[src/rtl/token_lexer_stream_unit_macros.svh]
// Assertion helpers for the scanner RTL.
`ifndef TOKEN_LEXER_STREAM_UNIT_MACROS_SVH
`define TOKEN_LEXER_STREAM_UNIT_MACROS_SVH

// Same-cycle implication.
`define TLS_ASSERT_NOW(label, clk, rst, cond, prop) \
   label: assert property (@(posedge clk) disable iff (rst) (cond) |-> (prop)) \
      else $error("scanner assertion failed");

// Next-cycle implication.
`define TLS_ASSERT_NEXT(label, clk, rst, cond, prop) \
   label: assert property (@(posedge clk) disable iff (rst) (cond) |=> (prop)) \
      else $error("scanner assertion failed");

`endif

[src/rtl/tls_pkg.sv]
package tls_pkg;

   localparam int unsigned DEF_OFFSET_BITS = 20;
   localparam int unsigned DEF_LINE_BITS   = 16;
   localparam int unsigned DEF_COLUMN_BITS = 16;

   localparam int unsigned OUT_OFFSET_W = 20;
   localparam int unsigned OUT_LINE_W   = 16;
   localparam int unsigned OUT_COLUMN_W = 16;
   localparam int unsigned KIND_W       = 5;
   localparam int unsigned ERR_W        = 2;
   localparam int unsigned VALUE_W      = 31;
   localparam int unsigned PREFIX_W     = 48;

   localparam int unsigned MAX_RESULTS  = 3;
   localparam int unsigned QUEUE_DEPTH  = 8;
   localparam int unsigned QUEUE_AW     = $clog2(QUEUE_DEPTH);
   localparam int unsigned QUEUE_CW     = $clog2(QUEUE_DEPTH + 1);

   localparam logic [KIND_W-1:0] KIND_NONE     = 5'd0;
   localparam logic [KIND_W-1:0] KIND_DOT      = 5'd7;
   localparam logic [KIND_W-1:0] KIND_STRING   = 5'd16;
   localparam logic [KIND_W-1:0] KIND_INT      = 5'd17;
   localparam logic [KIND_W-1:0] KIND_FLOAT    = 5'd18;
   localparam logic [KIND_W-1:0] KIND_IDENT    = 5'd19;
   localparam logic [KIND_W-1:0] KIND_KW_FIRST = 5'd20;
   localparam logic [KIND_W-1:0] KIND_END      = 5'd29;

   localparam logic [ERR_W-1:0] ERR_NONE         = 2'd0;
   localparam logic [ERR_W-1:0] ERR_UNEXPECTED   = 2'd1;
   localparam logic [ERR_W-1:0] ERR_UNTERMINATED = 2'd2;

   localparam logic [7:0] CH_TAB     = 8'h09;
   localparam logic [7:0] CH_NEWLINE = 8'h0A;
   localparam logic [7:0] CH_CR      = 8'h0D;
   localparam logic [7:0] CH_SPACE   = 8'h20;
   localparam logic [7:0] CH_DQUOTE  = 8'h22;
   localparam logic [7:0] CH_HASH    = 8'h23;
   localparam logic [7:0] CH_SQUOTE  = 8'h27;
   localparam logic [7:0] CH_DOT     = 8'h2E;
   localparam logic [7:0] CH_AT      = 8'h40;
   localparam logic [7:0] CH_UNDER   = 8'h5F;

   localparam logic [VALUE_W-1:0] INT_TOP = 31'h7FFF_FFFF;

   localparam logic [7:0] PUNCT_CHARS [16] = '{
      "(", ")", "[", "]", "<", ">", ",", ".", ";", ":", "+", "-", "*", CH_AT, "/", "="
   };

   // Keyword text is stored first character in the low byte.
   localparam logic [PREFIX_W-1:0] KW_TEXT [9] = '{
      48'("esle"), 48'("rof"), 48'("23f"), 48'("fi"), 48'("23i"),
      48'("tnirp"), 48'("rosnet"), 48'("rav"), 48'("elihw")
   };
   localparam logic [2:0] KW_LEN [9] = '{3'd4, 3'd3, 3'd3, 3'd2, 3'd3, 3'd5, 3'd6, 3'd3, 3'd5};

   typedef struct packed {
      logic [KIND_W-1:0]       token_kind;
      logic [ERR_W-1:0]        error_code;
      logic [OUT_OFFSET_W-1:0] start_offset;
      logic [OUT_OFFSET_W-1:0] token_length;
      logic [OUT_LINE_W-1:0]   token_line;
      logic [OUT_COLUMN_W-1:0] token_column;
      logic [VALUE_W-1:0]      int_value;
      logic                    last_result;
   } rsp_item_type;

   typedef struct packed {
      logic [MAX_RESULTS-1:0]                valid;
      rsp_item_type [MAX_RESULTS-1:0]        item;
   } push_type;

   typedef struct packed {
      logic       hit;
      logic [3:0] idx;
   } punct_type;

   function automatic logic digit_char(input logic [7:0] b);
      return (b >= "0") && (b <= "9");
   endfunction

   function automatic logic letter_char(input logic [7:0] b);
      return ((b >= "a") && (b <= "z")) || ((b >= "A") && (b <= "Z")) || (b == CH_UNDER);
   endfunction

   function automatic punct_type punct_lookup(input logic [7:0] b);
      punct_type r;
      r = '0;
      for (int i = 0; i < 16; i++) begin
         if (b == PUNCT_CHARS[i]) begin
            r.hit = 1'b1;
            r.idx = 4'(i);
         end
      end
      return r;
   endfunction

   function automatic logic [KIND_W-1:0] keyword_kind(input logic [PREFIX_W-1:0] prefix,
                                                      input logic [2:0] len);
      logic [KIND_W-1:0] k;
      k = KIND_IDENT;
      for (int i = 0; i < 9; i++) begin
         if ((len == KW_LEN[i]) && (prefix == KW_TEXT[i])) begin
            k = KIND_KW_FIRST + KIND_W'(i);
         end
      end
      return k;
   endfunction

endpackage

[src/rtl/tls_req_if.sv]
interface tls_req_if;
   logic       valid;
   logic       ready;
   logic [7:0] source_byte;
   logic       end_of_input;

   modport source (output valid, source_byte, end_of_input, input ready);
   modport sink   (input valid, source_byte, end_of_input, output ready);
endinterface

[src/rtl/tls_rsp_if.sv]
interface tls_rsp_if;
   logic                             valid;
   logic                             ready;
   logic [tls_pkg::KIND_W-1:0]       token_kind;
   logic [tls_pkg::ERR_W-1:0]        error_code;
   logic [tls_pkg::OUT_OFFSET_W-1:0] start_offset;
   logic [tls_pkg::OUT_OFFSET_W-1:0] token_length;
   logic [tls_pkg::OUT_LINE_W-1:0]   token_line;
   logic [tls_pkg::OUT_COLUMN_W-1:0] token_column;
   logic [tls_pkg::VALUE_W-1:0]      int_value;
   logic                             last_result;

   modport source (output valid, token_kind, error_code, start_offset, token_length,
                   token_line, token_column, int_value, last_result, input ready);
   modport sink   (input valid, token_kind, error_code, start_offset, token_length,
                   token_line, token_column, int_value, last_result, output ready);
endinterface

[src/rtl/tls_result_queue.sv]
module tls_result_queue (
   input  logic               clock,
   input  logic               reset,
   input  tls_pkg::push_type  push,
   output logic               queue_room,
   tls_rsp_if.source          rsp_chan
);
   import tls_pkg::*;

   rsp_item_type               mem [QUEUE_DEPTH];
   logic [QUEUE_AW-1:0]        wr_ptr_ff, wr_ptr_in;
   logic [QUEUE_AW-1:0]        rd_ptr_ff, rd_ptr_in;
   logic [QUEUE_CW-1:0]        count_ff, count_in;
   logic [QUEUE_AW-1:0]        slot_off [MAX_RESULTS];
   logic [QUEUE_CW-1:0]        push_n;
   logic                       pop;
   rsp_item_type               head;

   always_comb begin
      push_n = '0;
      for (int k = 0; k < MAX_RESULTS; k++) begin
         slot_off[k] = QUEUE_AW'(push_n);
         push_n      = push_n + QUEUE_CW'(push.valid[k]);
      end
   end

   assign pop        = rsp_chan.valid && rsp_chan.ready;
   assign queue_room = count_ff <= QUEUE_CW'(QUEUE_DEPTH - MAX_RESULTS);
   assign wr_ptr_in  = wr_ptr_ff + QUEUE_AW'(push_n);
   assign rd_ptr_in  = rd_ptr_ff + QUEUE_AW'(pop);
   assign count_in   = count_ff + push_n - QUEUE_CW'(pop);

   always_ff @(posedge clock) begin
      if (reset) begin
         wr_ptr_ff <= '0;
         rd_ptr_ff <= '0;
         count_ff  <= '0;
      end else begin
         wr_ptr_ff <= wr_ptr_in;
         rd_ptr_ff <= rd_ptr_in;
         count_ff  <= count_in;
      end
   end

   always_ff @(posedge clock) begin
      for (int k = 0; k < MAX_RESULTS; k++) begin
         if (push.valid[k]) begin
            mem[wr_ptr_ff + slot_off[k]] <= push.item[k];
         end
      end
   end

   assign head                  = mem[rd_ptr_ff];
   assign rsp_chan.valid        = count_ff != '0;
   assign rsp_chan.token_kind   = head.token_kind;
   assign rsp_chan.error_code   = head.error_code;
   assign rsp_chan.start_offset = head.start_offset;
   assign rsp_chan.token_length = head.token_length;
   assign rsp_chan.token_line   = head.token_line;
   assign rsp_chan.token_column = head.token_column;
   assign rsp_chan.int_value    = head.int_value;
   assign rsp_chan.last_result  = head.last_result;

endmodule

[src/rtl/tls_scan_core.sv]
`include "token_lexer_stream_unit_macros.svh"

module tls_scan_core #(
   parameter int unsigned OFFSET_BITS = tls_pkg::DEF_OFFSET_BITS,
   parameter int unsigned LINE_BITS   = tls_pkg::DEF_LINE_BITS,
   parameter int unsigned COLUMN_BITS = tls_pkg::DEF_COLUMN_BITS
) (
   input  logic               clock,
   input  logic               reset,
   tls_req_if.sink            req_chan,
   input  logic               queue_room,
   output tls_pkg::push_type  push
);
   import tls_pkg::*;

   localparam logic [2:0] MODE_IDLE    = 3'd0;
   localparam logic [2:0] MODE_COMMENT = 3'd1;
   localparam logic [2:0] MODE_STRING  = 3'd2;
   localparam logic [2:0] MODE_INT     = 3'd3;
   localparam logic [2:0] MODE_DOT     = 3'd4;
   localparam logic [2:0] MODE_FRAC    = 3'd5;
   localparam logic [2:0] MODE_WORD    = 3'd6;

   localparam int unsigned SLOT_PEND = 0;
   localparam int unsigned SLOT_DOT  = 1;
   localparam int unsigned SLOT_LAST = 2;

   typedef struct packed {
      logic [OFFSET_BITS-1:0] off;
      logic [LINE_BITS-1:0]   line;
      logic [COLUMN_BITS-1:0] col;
   } pos_type;

   localparam pos_type POS_RESET = '{off: '0, line: LINE_BITS'(1), col: COLUMN_BITS'(1)};

   function automatic pos_type step_pos(input pos_type p, input logic newline);
      pos_type r;
      r.off = p.off + OFFSET_BITS'(1);
      if (newline) begin
         r.line = (p.line != '1) ? p.line + LINE_BITS'(1) : p.line;
         r.col  = COLUMN_BITS'(1);
      end else begin
         r.line = p.line;
         r.col  = (p.col != '1) ? p.col + COLUMN_BITS'(1) : p.col;
      end
      return r;
   endfunction

   // input register
   logic                in_valid_ff;
   logic [7:0]          in_byte_ff;
   logic                in_end_ff;

   // scanner state
   logic [2:0]          mode_ff, mode_in;
   pos_type             cur_ff, cur_in;
   pos_type             start_ff, start_in;
   logic [PREFIX_W-1:0] prefix_ff, prefix_in;
   logic [2:0]          wlen_ff, wlen_in;
   logic [VALUE_W-1:0]  acc_ff, acc_in;
   logic                ovf_ff, ovf_in;

   logic                adv;
   logic [7:0]          b;
   logic                fin, dig, alpha, alnum, nl, ws, quote;
   punct_type           pt;
   pos_type             p1, p2;
   logic                consume, starts;
   logic [OFFSET_BITS-1:0] span_len, str_len;
   logic [VALUE_W-1:0]  int_val;
   logic [VALUE_W+3:0]  acc_next;
   logic [MAX_RESULTS-1:0] slot_valid, last_vec;
   rsp_item_type        slot [MAX_RESULTS];

   assign adv            = in_valid_ff && queue_room;
   assign req_chan.ready = !in_valid_ff || adv;

   always_ff @(posedge clock) begin
      if (reset) begin
         in_valid_ff <= 1'b0;
      end else if (req_chan.ready) begin
         in_valid_ff <= req_chan.valid;
      end
   end

   always_ff @(posedge clock) begin
      if (req_chan.valid && req_chan.ready) begin
         in_byte_ff <= req_chan.source_byte;
         in_end_ff  <= req_chan.end_of_input;
      end
   end

   assign b     = in_byte_ff;
   assign fin   = in_end_ff;
   assign dig   = digit_char(b);
   assign alpha = letter_char(b);
   assign alnum = alpha || dig;
   assign nl    = b == CH_NEWLINE;
   assign ws    = (b == CH_SPACE) || (b == CH_TAB) || (b == CH_CR) || nl;
   assign quote = (b == CH_SQUOTE) || (b == CH_DQUOTE);
   assign pt    = punct_lookup(b);

   // a held dot takes its column before the current byte does
   assign p1       = (mode_ff == MODE_DOT) ? step_pos(cur_ff, 1'b0) : cur_ff;
   assign p2       = step_pos(p1, nl);
   assign consume  = !((mode_ff == MODE_INT) && (b == CH_DOT));
   assign span_len = cur_ff.off - start_ff.off;
   assign str_len  = p2.off - start_ff.off;
   assign int_val  = ovf_ff ? '0 : acc_ff;
   assign acc_next = ({4'b0, acc_ff} << 3) + ({4'b0, acc_ff} << 1) + (VALUE_W + 4)'(b[3:0]);

   always_comb begin
      case (mode_ff)
         MODE_IDLE:    starts = 1'b1;
         MODE_COMMENT: starts = nl;
         MODE_INT:     starts = !dig && (b != CH_DOT);
         MODE_DOT:     starts = !dig;
         MODE_FRAC:    starts = !dig;
         MODE_WORD:    starts = !alnum;
         default:      starts = 1'b0;
      endcase
      starts = starts && !fin;
   end

   // pending token, held dot, then the new punctuator, error or end token
   always_comb begin
      slot_valid = '0;
      for (int k = 0; k < MAX_RESULTS; k++) begin
         slot[k] = '0;
      end

      slot[SLOT_PEND].start_offset = OUT_OFFSET_W'(start_ff.off);
      slot[SLOT_PEND].token_line   = OUT_LINE_W'(start_ff.line);
      slot[SLOT_PEND].token_column = OUT_COLUMN_W'(start_ff.col);
      slot[SLOT_PEND].token_length = OUT_OFFSET_W'(span_len);
      case (mode_ff)
         MODE_INT, MODE_DOT: begin
            slot_valid[SLOT_PEND]      = fin || !dig && !((mode_ff == MODE_INT) && (b == CH_DOT));
            slot[SLOT_PEND].token_kind = KIND_INT;
            slot[SLOT_PEND].int_value  = int_val;
         end
         MODE_FRAC: begin
            slot_valid[SLOT_PEND]      = fin || !dig;
            slot[SLOT_PEND].token_kind = KIND_FLOAT;
         end
         MODE_WORD: begin
            slot_valid[SLOT_PEND]      = fin || !alnum;
            slot[SLOT_PEND].token_kind = keyword_kind(prefix_ff, wlen_ff);
         end
         MODE_STRING: begin
            if (fin) begin
               slot_valid[SLOT_PEND]      = 1'b1;
               slot[SLOT_PEND].error_code = ERR_UNTERMINATED;
            end else begin
               slot_valid[SLOT_PEND]        = b == CH_DQUOTE;
               slot[SLOT_PEND].token_kind   = KIND_STRING;
               slot[SLOT_PEND].token_length = OUT_OFFSET_W'(str_len);
            end
         end
         default: slot_valid[SLOT_PEND] = 1'b0;
      endcase

      slot_valid[SLOT_DOT]         = (mode_ff == MODE_DOT) && (fin || !dig);
      slot[SLOT_DOT].token_kind    = KIND_DOT;
      slot[SLOT_DOT].start_offset  = OUT_OFFSET_W'(cur_ff.off);
      slot[SLOT_DOT].token_line    = OUT_LINE_W'(cur_ff.line);
      slot[SLOT_DOT].token_column  = OUT_COLUMN_W'(cur_ff.col);
      slot[SLOT_DOT].token_length  = OUT_OFFSET_W'(1);

      slot[SLOT_LAST].start_offset = OUT_OFFSET_W'(p1.off);
      slot[SLOT_LAST].token_line   = OUT_LINE_W'(p1.line);
      slot[SLOT_LAST].token_column = OUT_COLUMN_W'(p1.col);
      if (fin) begin
         slot_valid[SLOT_LAST]      = 1'b1;
         slot[SLOT_LAST].token_kind = KIND_END;
      end else begin
         slot_valid[SLOT_LAST] = starts && (pt.hit ||
                                 !(ws || (b == CH_HASH) || quote || dig || alpha));
         slot[SLOT_LAST].token_length = OUT_OFFSET_W'(1);
         slot[SLOT_LAST].token_kind   = pt.hit ? KIND_W'(pt.idx) : KIND_NONE;
         slot[SLOT_LAST].error_code   = pt.hit ? ERR_NONE : ERR_UNEXPECTED;
      end

      slot_valid = adv ? slot_valid : '0;
      for (int k = 0; k < MAX_RESULTS; k++) begin
         last_vec[k] = slot_valid[k];
         for (int j = k + 1; j < MAX_RESULTS; j++) begin
            last_vec[k] = last_vec[k] && !slot_valid[j];
         end
         slot[k].last_result = last_vec[k];
         push.item[k]        = slot[k];
      end
      push.valid = slot_valid;
   end

   always_comb begin
      mode_in   = mode_ff;
      cur_in    = cur_ff;
      start_in  = start_ff;
      prefix_in = prefix_ff;
      wlen_in   = wlen_ff;
      acc_in    = acc_ff;
      ovf_in    = ovf_ff;
      if (fin) begin
         // close the run: back to the reset state
         mode_in   = MODE_IDLE;
         cur_in    = POS_RESET;
         start_in  = POS_RESET;
         prefix_in = '0;
         wlen_in   = '0;
         acc_in    = '0;
         ovf_in    = 1'b0;
      end else begin
         cur_in = consume ? p2 : p1;
         if (starts) begin
            start_in = p1;
            mode_in  = MODE_IDLE;
            if (b == CH_HASH) begin
               mode_in = MODE_COMMENT;
            end else if (quote) begin
               mode_in = MODE_STRING;
            end else if (dig) begin
               mode_in = MODE_INT;
               acc_in  = VALUE_W'(b[3:0]);
               ovf_in  = 1'b0;
            end else if (alpha) begin
               mode_in   = MODE_WORD;
               prefix_in = PREFIX_W'(b);
               wlen_in   = 3'd1;
            end
         end else begin
            case (mode_ff)
               MODE_STRING: begin
                  if (b == CH_DQUOTE) mode_in = MODE_IDLE;
               end
               MODE_INT: begin
                  if (b == CH_DOT) begin
                     mode_in = MODE_DOT;
                  end else if (!ovf_ff) begin
                     if (acc_next[VALUE_W+3:VALUE_W] != '0) begin
                        ovf_in = 1'b1;
                        acc_in = '0;
                     end else begin
                        acc_in = acc_next[VALUE_W-1:0];
                     end
                  end
               end
               MODE_DOT: mode_in = MODE_FRAC;
               MODE_WORD: begin
                  if (wlen_ff < 3'd6) prefix_in[{wlen_ff, 3'b000} +: 8] = b;
                  if (wlen_ff != 3'd7) wlen_in = wlen_ff + 3'd1;
               end
               default: mode_in = mode_ff;
            endcase
         end
      end
   end

   always_ff @(posedge clock) begin
      if (reset) begin
         mode_ff   <= MODE_IDLE;
         cur_ff    <= POS_RESET;
         start_ff  <= POS_RESET;
         prefix_ff <= '0;
         wlen_ff   <= '0;
         acc_ff    <= '0;
         ovf_ff    <= 1'b0;
      end else if (adv) begin
         mode_ff   <= mode_in;
         cur_ff    <= cur_in;
         start_ff  <= start_in;
         prefix_ff <= prefix_in;
         wlen_ff   <= wlen_in;
         acc_ff    <= acc_in;
         ovf_ff    <= ovf_in;
      end
   end

   `TLS_ASSERT_NEXT(a_end_clears, clock, reset, adv && in_end_ff,
                    (mode_ff == MODE_IDLE) && (cur_ff == POS_RESET))
   `TLS_ASSERT_NEXT(a_pos_holds, clock, reset, !adv,
                    $stable(cur_ff) && $stable(mode_ff))
   `TLS_ASSERT_NOW(a_end_token, clock, reset, adv && in_end_ff,
                   push.valid[SLOT_LAST] && (push.item[SLOT_LAST].token_kind == KIND_END))
   `TLS_ASSERT_NOW(a_dot_after_int, clock, reset, push.valid[SLOT_DOT],
                   push.valid[SLOT_PEND] && (push.item[SLOT_PEND].token_kind == KIND_INT))
   `TLS_ASSERT_NOW(a_one_last, clock, reset, push.valid != '0, $onehot(last_vec))

endmodule

[src/rtl/token_lexer_stream_unit.sv]
// Channel   Dir  Handshake      Carries
// req_chan  in   valid/ready    source_byte, end_of_input
// rsp_chan  out  valid/ready    token_kind, error_code, span, position, int_value, last_result
//
// One byte is taken per cycle while the result queue has room; each byte is scanned from the input register.
// Each byte writes 0 to 3 tokens into an 8-entry result queue; its tokens pass through the
// input register and then the queue before they show on rsp_chan.
// The input stalls only while the queue has fewer than 3 free entries.
// Synchronous reset clears the scanner state and empties the queue; no clearing pass.
// An end_of_input item flushes the pending token, emits the end token and restarts the run.
module token_lexer_stream_unit #(
   parameter int unsigned OFFSET_BITS = tls_pkg::DEF_OFFSET_BITS,
   parameter int unsigned LINE_BITS   = tls_pkg::DEF_LINE_BITS,
   parameter int unsigned COLUMN_BITS = tls_pkg::DEF_COLUMN_BITS
) (
   input  logic      clock,
   input  logic      reset,
   tls_req_if.sink   req_chan,
   tls_rsp_if.source rsp_chan
);
   import tls_pkg::*;

   push_type push;
   logic     queue_room;

   tls_scan_core #(
      .OFFSET_BITS (OFFSET_BITS),
      .LINE_BITS   (LINE_BITS),
      .COLUMN_BITS (COLUMN_BITS)
   ) u_scan (
      .clock      (clock),
      .reset      (reset),
      .req_chan   (req_chan),
      .queue_room (queue_room),
      .push       (push)
   );

   tls_result_queue u_queue (
      .clock      (clock),
      .reset      (reset),
      .push       (push),
      .queue_room (queue_room),
      .rsp_chan   (rsp_chan)
   );

endmodule

[src/flat_wrapper.sv]
// flat-port wrapper written by rule: the top's interface ports become plain ports
module token_lexer_stream_unit_flat import tls_pkg::*;
#(
   parameter int unsigned OFFSET_BITS = tls_pkg::DEF_OFFSET_BITS,
   parameter int unsigned LINE_BITS   = tls_pkg::DEF_LINE_BITS,
   parameter int unsigned COLUMN_BITS = tls_pkg::DEF_COLUMN_BITS
)
  (clock, reset, req_chan_valid, req_chan_source_byte, req_chan_end_of_input, req_chan_ready, rsp_chan_valid, rsp_chan_token_kind, rsp_chan_error_code, rsp_chan_start_offset, rsp_chan_token_length, rsp_chan_token_line, rsp_chan_token_column, rsp_chan_int_value, rsp_chan_last_result, rsp_chan_ready);
  tls_req_if req_chan_i ();
  tls_rsp_if rsp_chan_i ();
  input  logic clock;
  input  logic reset;
  input wire logic [$bits(req_chan_i.valid)-1:0] req_chan_valid;
  input wire logic [$bits(req_chan_i.source_byte)-1:0] req_chan_source_byte;
  input wire logic [$bits(req_chan_i.end_of_input)-1:0] req_chan_end_of_input;
  output wire logic [$bits(req_chan_i.ready)-1:0] req_chan_ready;
  output wire logic [$bits(rsp_chan_i.valid)-1:0] rsp_chan_valid;
  output wire logic [$bits(rsp_chan_i.token_kind)-1:0] rsp_chan_token_kind;
  output wire logic [$bits(rsp_chan_i.error_code)-1:0] rsp_chan_error_code;
  output wire logic [$bits(rsp_chan_i.start_offset)-1:0] rsp_chan_start_offset;
  output wire logic [$bits(rsp_chan_i.token_length)-1:0] rsp_chan_token_length;
  output wire logic [$bits(rsp_chan_i.token_line)-1:0] rsp_chan_token_line;
  output wire logic [$bits(rsp_chan_i.token_column)-1:0] rsp_chan_token_column;
  output wire logic [$bits(rsp_chan_i.int_value)-1:0] rsp_chan_int_value;
  output wire logic [$bits(rsp_chan_i.last_result)-1:0] rsp_chan_last_result;
  input wire logic [$bits(rsp_chan_i.ready)-1:0] rsp_chan_ready;
  assign req_chan_i.valid = req_chan_valid;
  assign req_chan_i.source_byte = req_chan_source_byte;
  assign req_chan_i.end_of_input = req_chan_end_of_input;
  assign req_chan_ready = req_chan_i.ready;
  assign rsp_chan_valid = rsp_chan_i.valid;
  assign rsp_chan_token_kind = rsp_chan_i.token_kind;
  assign rsp_chan_error_code = rsp_chan_i.error_code;
  assign rsp_chan_start_offset = rsp_chan_i.start_offset;
  assign rsp_chan_token_length = rsp_chan_i.token_length;
  assign rsp_chan_token_line = rsp_chan_i.token_line;
  assign rsp_chan_token_column = rsp_chan_i.token_column;
  assign rsp_chan_int_value = rsp_chan_i.int_value;
  assign rsp_chan_last_result = rsp_chan_i.last_result;
  assign rsp_chan_i.ready = rsp_chan_ready;
  token_lexer_stream_unit #(.OFFSET_BITS(OFFSET_BITS), .LINE_BITS(LINE_BITS), .COLUMN_BITS(COLUMN_BITS)) u_core (.clock(clock), .reset(reset), .req_chan(req_chan_i), .rsp_chan(rsp_chan_i));
endmodule
[config.mk]
export PLATFORM = sky130hd
export DESIGN_NAME = token_lexer_stream_unit_flat
export DESIGN_NICKNAME = d
export VERILOG_FILES = /design/src/rtl/tls_pkg.sv /design/src/rtl/tls_req_if.sv /design/src/rtl/tls_rsp_if.sv /design/src/rtl/tls_result_queue.sv /design/src/rtl/tls_scan_core.sv /design/src/rtl/token_lexer_stream_unit.sv /design/src/flat_wrapper.sv
export VERILOG_INCLUDE_DIRS = /design/src /design/src/rtl
export SDC_FILE = /design/constraint.sdc
export NUM_CORES = 2
export LEC_CHECK = 0
export ABC_CLOCK_PERIOD_IN_PS = 12300
export BUFFER_PORTS_ARGS = -buffer_cell sky130_fd_sc_hd__buf_4
export CORE_UTILIZATION = 45
export DETAILED_ROUTE_END_ITERATION = 10
export PLACE_DENSITY_LB_ADDON = 0.12
export SYNTH_ARGS = -nofsm -noshare
export SYNTH_HDL_FRONTEND = slang
export SYNTH_SLANG_ARGS = --single-unit
export TNS_END_PERCENT = 30
[constraint.sdc]
create_clock -name clock -period 12.3 [get_ports clock]
set_input_delay 2.46 -clock clock [delete_from_list [all_inputs] [get_ports clock]]
set_output_delay 2.46 -clock clock [all_outputs]
set_load 0.01 [all_outputs]
==> PnR_summary.wiki <==
{| class="wikitable"
! Metric !! Value
|-
| Vertical die dimension || ~360 um
|-
| Layout cells sized above 1 || 0.154
|-
| GR Util All Layers || 0.310
|-
| CTS tree || built
|-
| Setup Viol. Count Final || 0
|-
| Endpoint class of the critical path || flop
|-
| Share of the synthesized area in the top cell type || 0.255
|-
| Count of buffers from port buffering || between 100 and 150
|-
| Ratio of final minimum period to clock period || 0.734
|-
| Share of async-settable or async-resettable flops after synthesis || 0
|-
| Overall routed net length || between 200000 and 250000 um
|-
| Clk_lat worst skew || a little under 0.8 ns
|-
| Fin Setup TNS || 0 ns
|-
| Number of CTS-inserted buffers || between 100 and 150
|-
| Library cell occupying the most area in the post-synthesis netlist || sky130_fd_sc_hd__edfxtp_1
|-
| CTS clk-pin slew, worst paths || 0.06 ns
|-
| Count of pins over their slew limit || 0
|-
| Minimum clock period || about 9.0 ns
|-
| Critical path start-end classification || flop to flop
|-
| RSZ-0062 raised after global routing || no
|-
| Clk_skew || approximately 0.046 ns
|-
| ANT nets after route || 0
|-
| Critical path required time || 12.66 ns
|-
| Maximum fanout encountered on the critical timing path || 52
|-
| Number of detailed-route iterations in the first pass || 6
|-
| Post-CTS setup repair buffer count || 0
|-
| Number of warning messages in the yosys log || 0
|-
| CTS H-tree depth || 3
|-
| Fmax || 0.111 GHz
|-
| Worst hold-check slack || around 0.44 ns
|-
| Number of hold buffers added after CTS || 0
|-
| Root buffer cell || sky130_fd_sc_hd__clkbuf_16
|-
| Maximum Capacitance Violations || 0
|-
| Cells after Synth || 5782
|-
| Effective utilization at floorplan || 0.456
|-
| Hpwl dp || ~120000 um
|-
| TritonCTS sink count || about 1100
|-
| Final Power || 9.18 mW
|-
| Width of the die || around 360 um
|-
| Vias in the first global route || 45500
|-
| Cell Pwr Density || roughly 140 nW/um^2
|-
| Area Overhead vs Synth || 11.0%
|-
| Number of antenna violations at the first check in global routing || 4
|-
| Most used flip-flop cell after synthesis || sky130_fd_sc_hd__dfxtp_1
|-
| Count of flip-flops with a built-in enable after synthesis || about 490
|-
| Number of DRC violations after detailed routing || 0
|-
| Least-Margin Pin Slew || about 1.3 ns
|-
| Maximum number of pins on one net before global-route repair || 64
|-
| Setup crit start kind || flop
|-
| Max Root-Sink Buffers || 3
|-
| 1st-iter DRT viols || roughly 5700
|-
| Post-CTS Resized || 0
|-
| Most area-consuming cells after synthesis || sky130_fd_sc_hd__edfxtp_1 (26%), sky130_fd_sc_hd__dfxtp_1 (21%), sky130_fd_sc_hd__mux4_2 (8.7%)
|-
| Run status || finished, final reports clean
|-
| GR Overflow Total || 0
|-
| Die area || between 100000 and 150000 sq um
|-
| Core Footprint || 126000 sq um
|-
| Vias per cell || about 6.5
|-
| Number of placed I/O pins || between 100 and 150
|-
| VDD IR max || roughly 0.00012 V
|-
| Final net count || just under 6000
|-
| First-pass GRT wire length || around 300000 um
|-
| Mean routed wirelength per cell || approximately 28 um
|-
| Cell area after technology mapping || about 58000 sq um
|-
| Final hold violations || 0
|-
| Max-slew headroom || 0.129
|-
| Hold/Removal Path Class || flop to flop
|-
| Pleak || roughly 22 nW
|-
| Row Count || 130
|-
| Via count || approximately 48000
|-
| Total inserted antenna cells || 0
|-
| Synthesized flop and latch total || ~1100
|-
| Net count of the mapped netlist || approximately 6000
|-
| Worst endpoint data arrival time || approximately 9.4 ns
|-
| Gpl congestion || between 0.9 and 1
|-
| Average cell area after synthesis || roughly 9.9 sq um
|-
| Sequential-to-total area share from yosys stat || 0.467
|-
| Synth unique cells || 97
|}
## cell families (layout without fill, tap and decap cells)
kind of cell	Yosys count	in the layout	synth area share
muxes	346	346	0.111
AOI/OAI and AO/OA	1744	1744	0.189
and+or+nand+nor	1688	1688	0.138
xor gates and xnor gates	145	145	0.0221
buffers and inverters	623	572	0.0417
adders and majority gates	138	138	0.0311
DFF	1098	1098	0.467
## final timing paths
| kind | start | to | slack [ns] | cells after the start |
|---|---|---|---|---|
| max | u_core.u_scan.b[5] | u_core.u_queue.mem[1][97] | 3.27 | 21 |
| min | u_core.u_queue.mem[6][80] | u_core.u_queue.mem[6][80] | 0.44 | 2 |
| max reg2reg | u_core.u_scan.b[5] | u_core.u_queue.mem[1][97] | 3.27 | 21 |
| min reg2reg | u_core.u_queue.mem[6][80] | u_core.u_queue.mem[6][80] | 0.44 | 2 |
## critical path, cell delays in order (launching register included)
cell and delay, ns:
sky130_fd_sc_hd__edfxtp_1 0.77, sky130_fd_sc_hd__nor3b_2 0.79, sky130_fd_sc_hd__nand3_1 0.32, sky130_fd_sc_hd__nor3_2 0.23, sky130_fd_sc_hd__buf_4 0.29, sky130_fd_sc_hd__a211oi_1 0.12, sky130_fd_sc_hd__o221ai_4 0.24, sky130_fd_sc_hd__buf_4 0.47
sky130_fd_sc_hd__inv_1 0.22, sky130_fd_sc_hd__ha_1 0.33, sky130_fd_sc_hd__inv_1 0.09, sky130_fd_sc_hd__ha_1 0.15, sky130_fd_sc_hd__inv_1 0.05, sky130_fd_sc_hd__fa_1 0.44, sky130_fd_sc_hd__xnor2_1 0.84, sky130_fd_sc_hd__nor2_1 0.13
sky130_fd_sc_hd__o211ai_1 0.17, sky130_fd_sc_hd__nand2_1 0.75, sky130_fd_sc_hd__nor2_4 0.27, sky130_fd_sc_hd__buf_4 0.64, sky130_fd_sc_hd__clkinv_2 0.58, sky130_fd_sc_hd__buf_4 0.59
## stage by stage
step / setup slack [ns] / utilization / cell area (sq um) / std cells
2_1_floorplan: 6.11 / - / 57500 / 5782
3_3_place_gp: 3.69 / 0.474 / 59800 / 7155
4_1_cts: 3.54 / 0.506 / 63800 / 7381
3_5_place_dp: 3.58 / 0.474 / 59800 / 7155
6_report: 3.27 / 0.506 / 63800 / 7381
5_1_grt: 2.88 / 0.506 / 63800 / 7381
## cells in the mapped netlist (all sizes together), types with 10 or more instances
cell and instances:
nand2 750, o21ai 655, dfxtp 609, edfxtp 489, clkbuf 444, a21oi 390
nor2 320, a22o 247, mux4 222, and3 173, ha 130, nand3 125
a22oi 123, mux2 116, inv 92, buf 86, xnor2 85, a31oi 69
a211oi 66, nor3 65, xor2 60, nor4 45, nand2b 36, nand4 33
o31ai 27, a21o 24, o211ai 23, o22ai 21, and2 19, nor2b 19
or3 16, o21a 15, nand3b 13, or2 12, a221o 11, nor4b 11
nand4b 10, nor3b 10
## sequential cells by signal, summed over array words and instances (netlist names)
signal	flops
u_core.u_scan.in_valid_ff	1
u_core.u_queue.wr_ptr_ff	3
u_core.u_queue.count_ff	4
u_core.u_scan.push	104
u_core.u_scan.ovf_ff	1
u_core.u_scan.wlen_ff	3
u_core.u_scan.mode_ff	3
u_core.u_queue.mem	888
u_core.u_scan.acc_ff	31
u_core.u_scan.b	8
u_core.u_scan.fin	1
u_core.u_queue.rd_ptr_ff	3
u_core.u_scan.prefix_ff	48
## layout make-up
| cell class | instances | area, sq um |
|---|---|---|
| Fill cell | 11500 | 62400 |
| Multi-Input combinational cell | 4061 | 28600 |
| Sequential cell | 1098 | 26900 |
| Clock buffer | 170 | 3440 |
| Tap cell | 1650 | 2060 |
| Timing Repair Buffer | 253 | 1900 |
| Clock inverter | 56 | 597 |
| Inverter | 93 | 359 |
## power breakdown
group          internal [mW]  total, mW  switching, mW
Combinational          0.634       1.52          0.883
Sequential              3.88       3.98          0.103
Clock                   2.09       3.68           1.60
Total                   6.59       9.18           2.58
## routing by layer
metal,track usage,vias up,share of wire
met5,0,-,0.000039
met4,0.116,2,0.036
met3,0.0607,424,0.095
met2,0.476,2463,0.44
met1,0.432,23500,0.43
li1,-,21200,-
## cells in the final DEF, fill, tap and decap left out, drive strengths merged, types with 85 or more instances in the layout
cell type    n
mux2       116
xnor2       85
dfxtp      609
clkbuf     170
and3       173
a22o       247
inv         85
nand3      125
nor2       320
mux4       222
edfxtp     489
ha         130
nand2      750
buf        253
a21oi      390
a22oi      123
o21ai      655
Power figures use the tool's default switching activity.
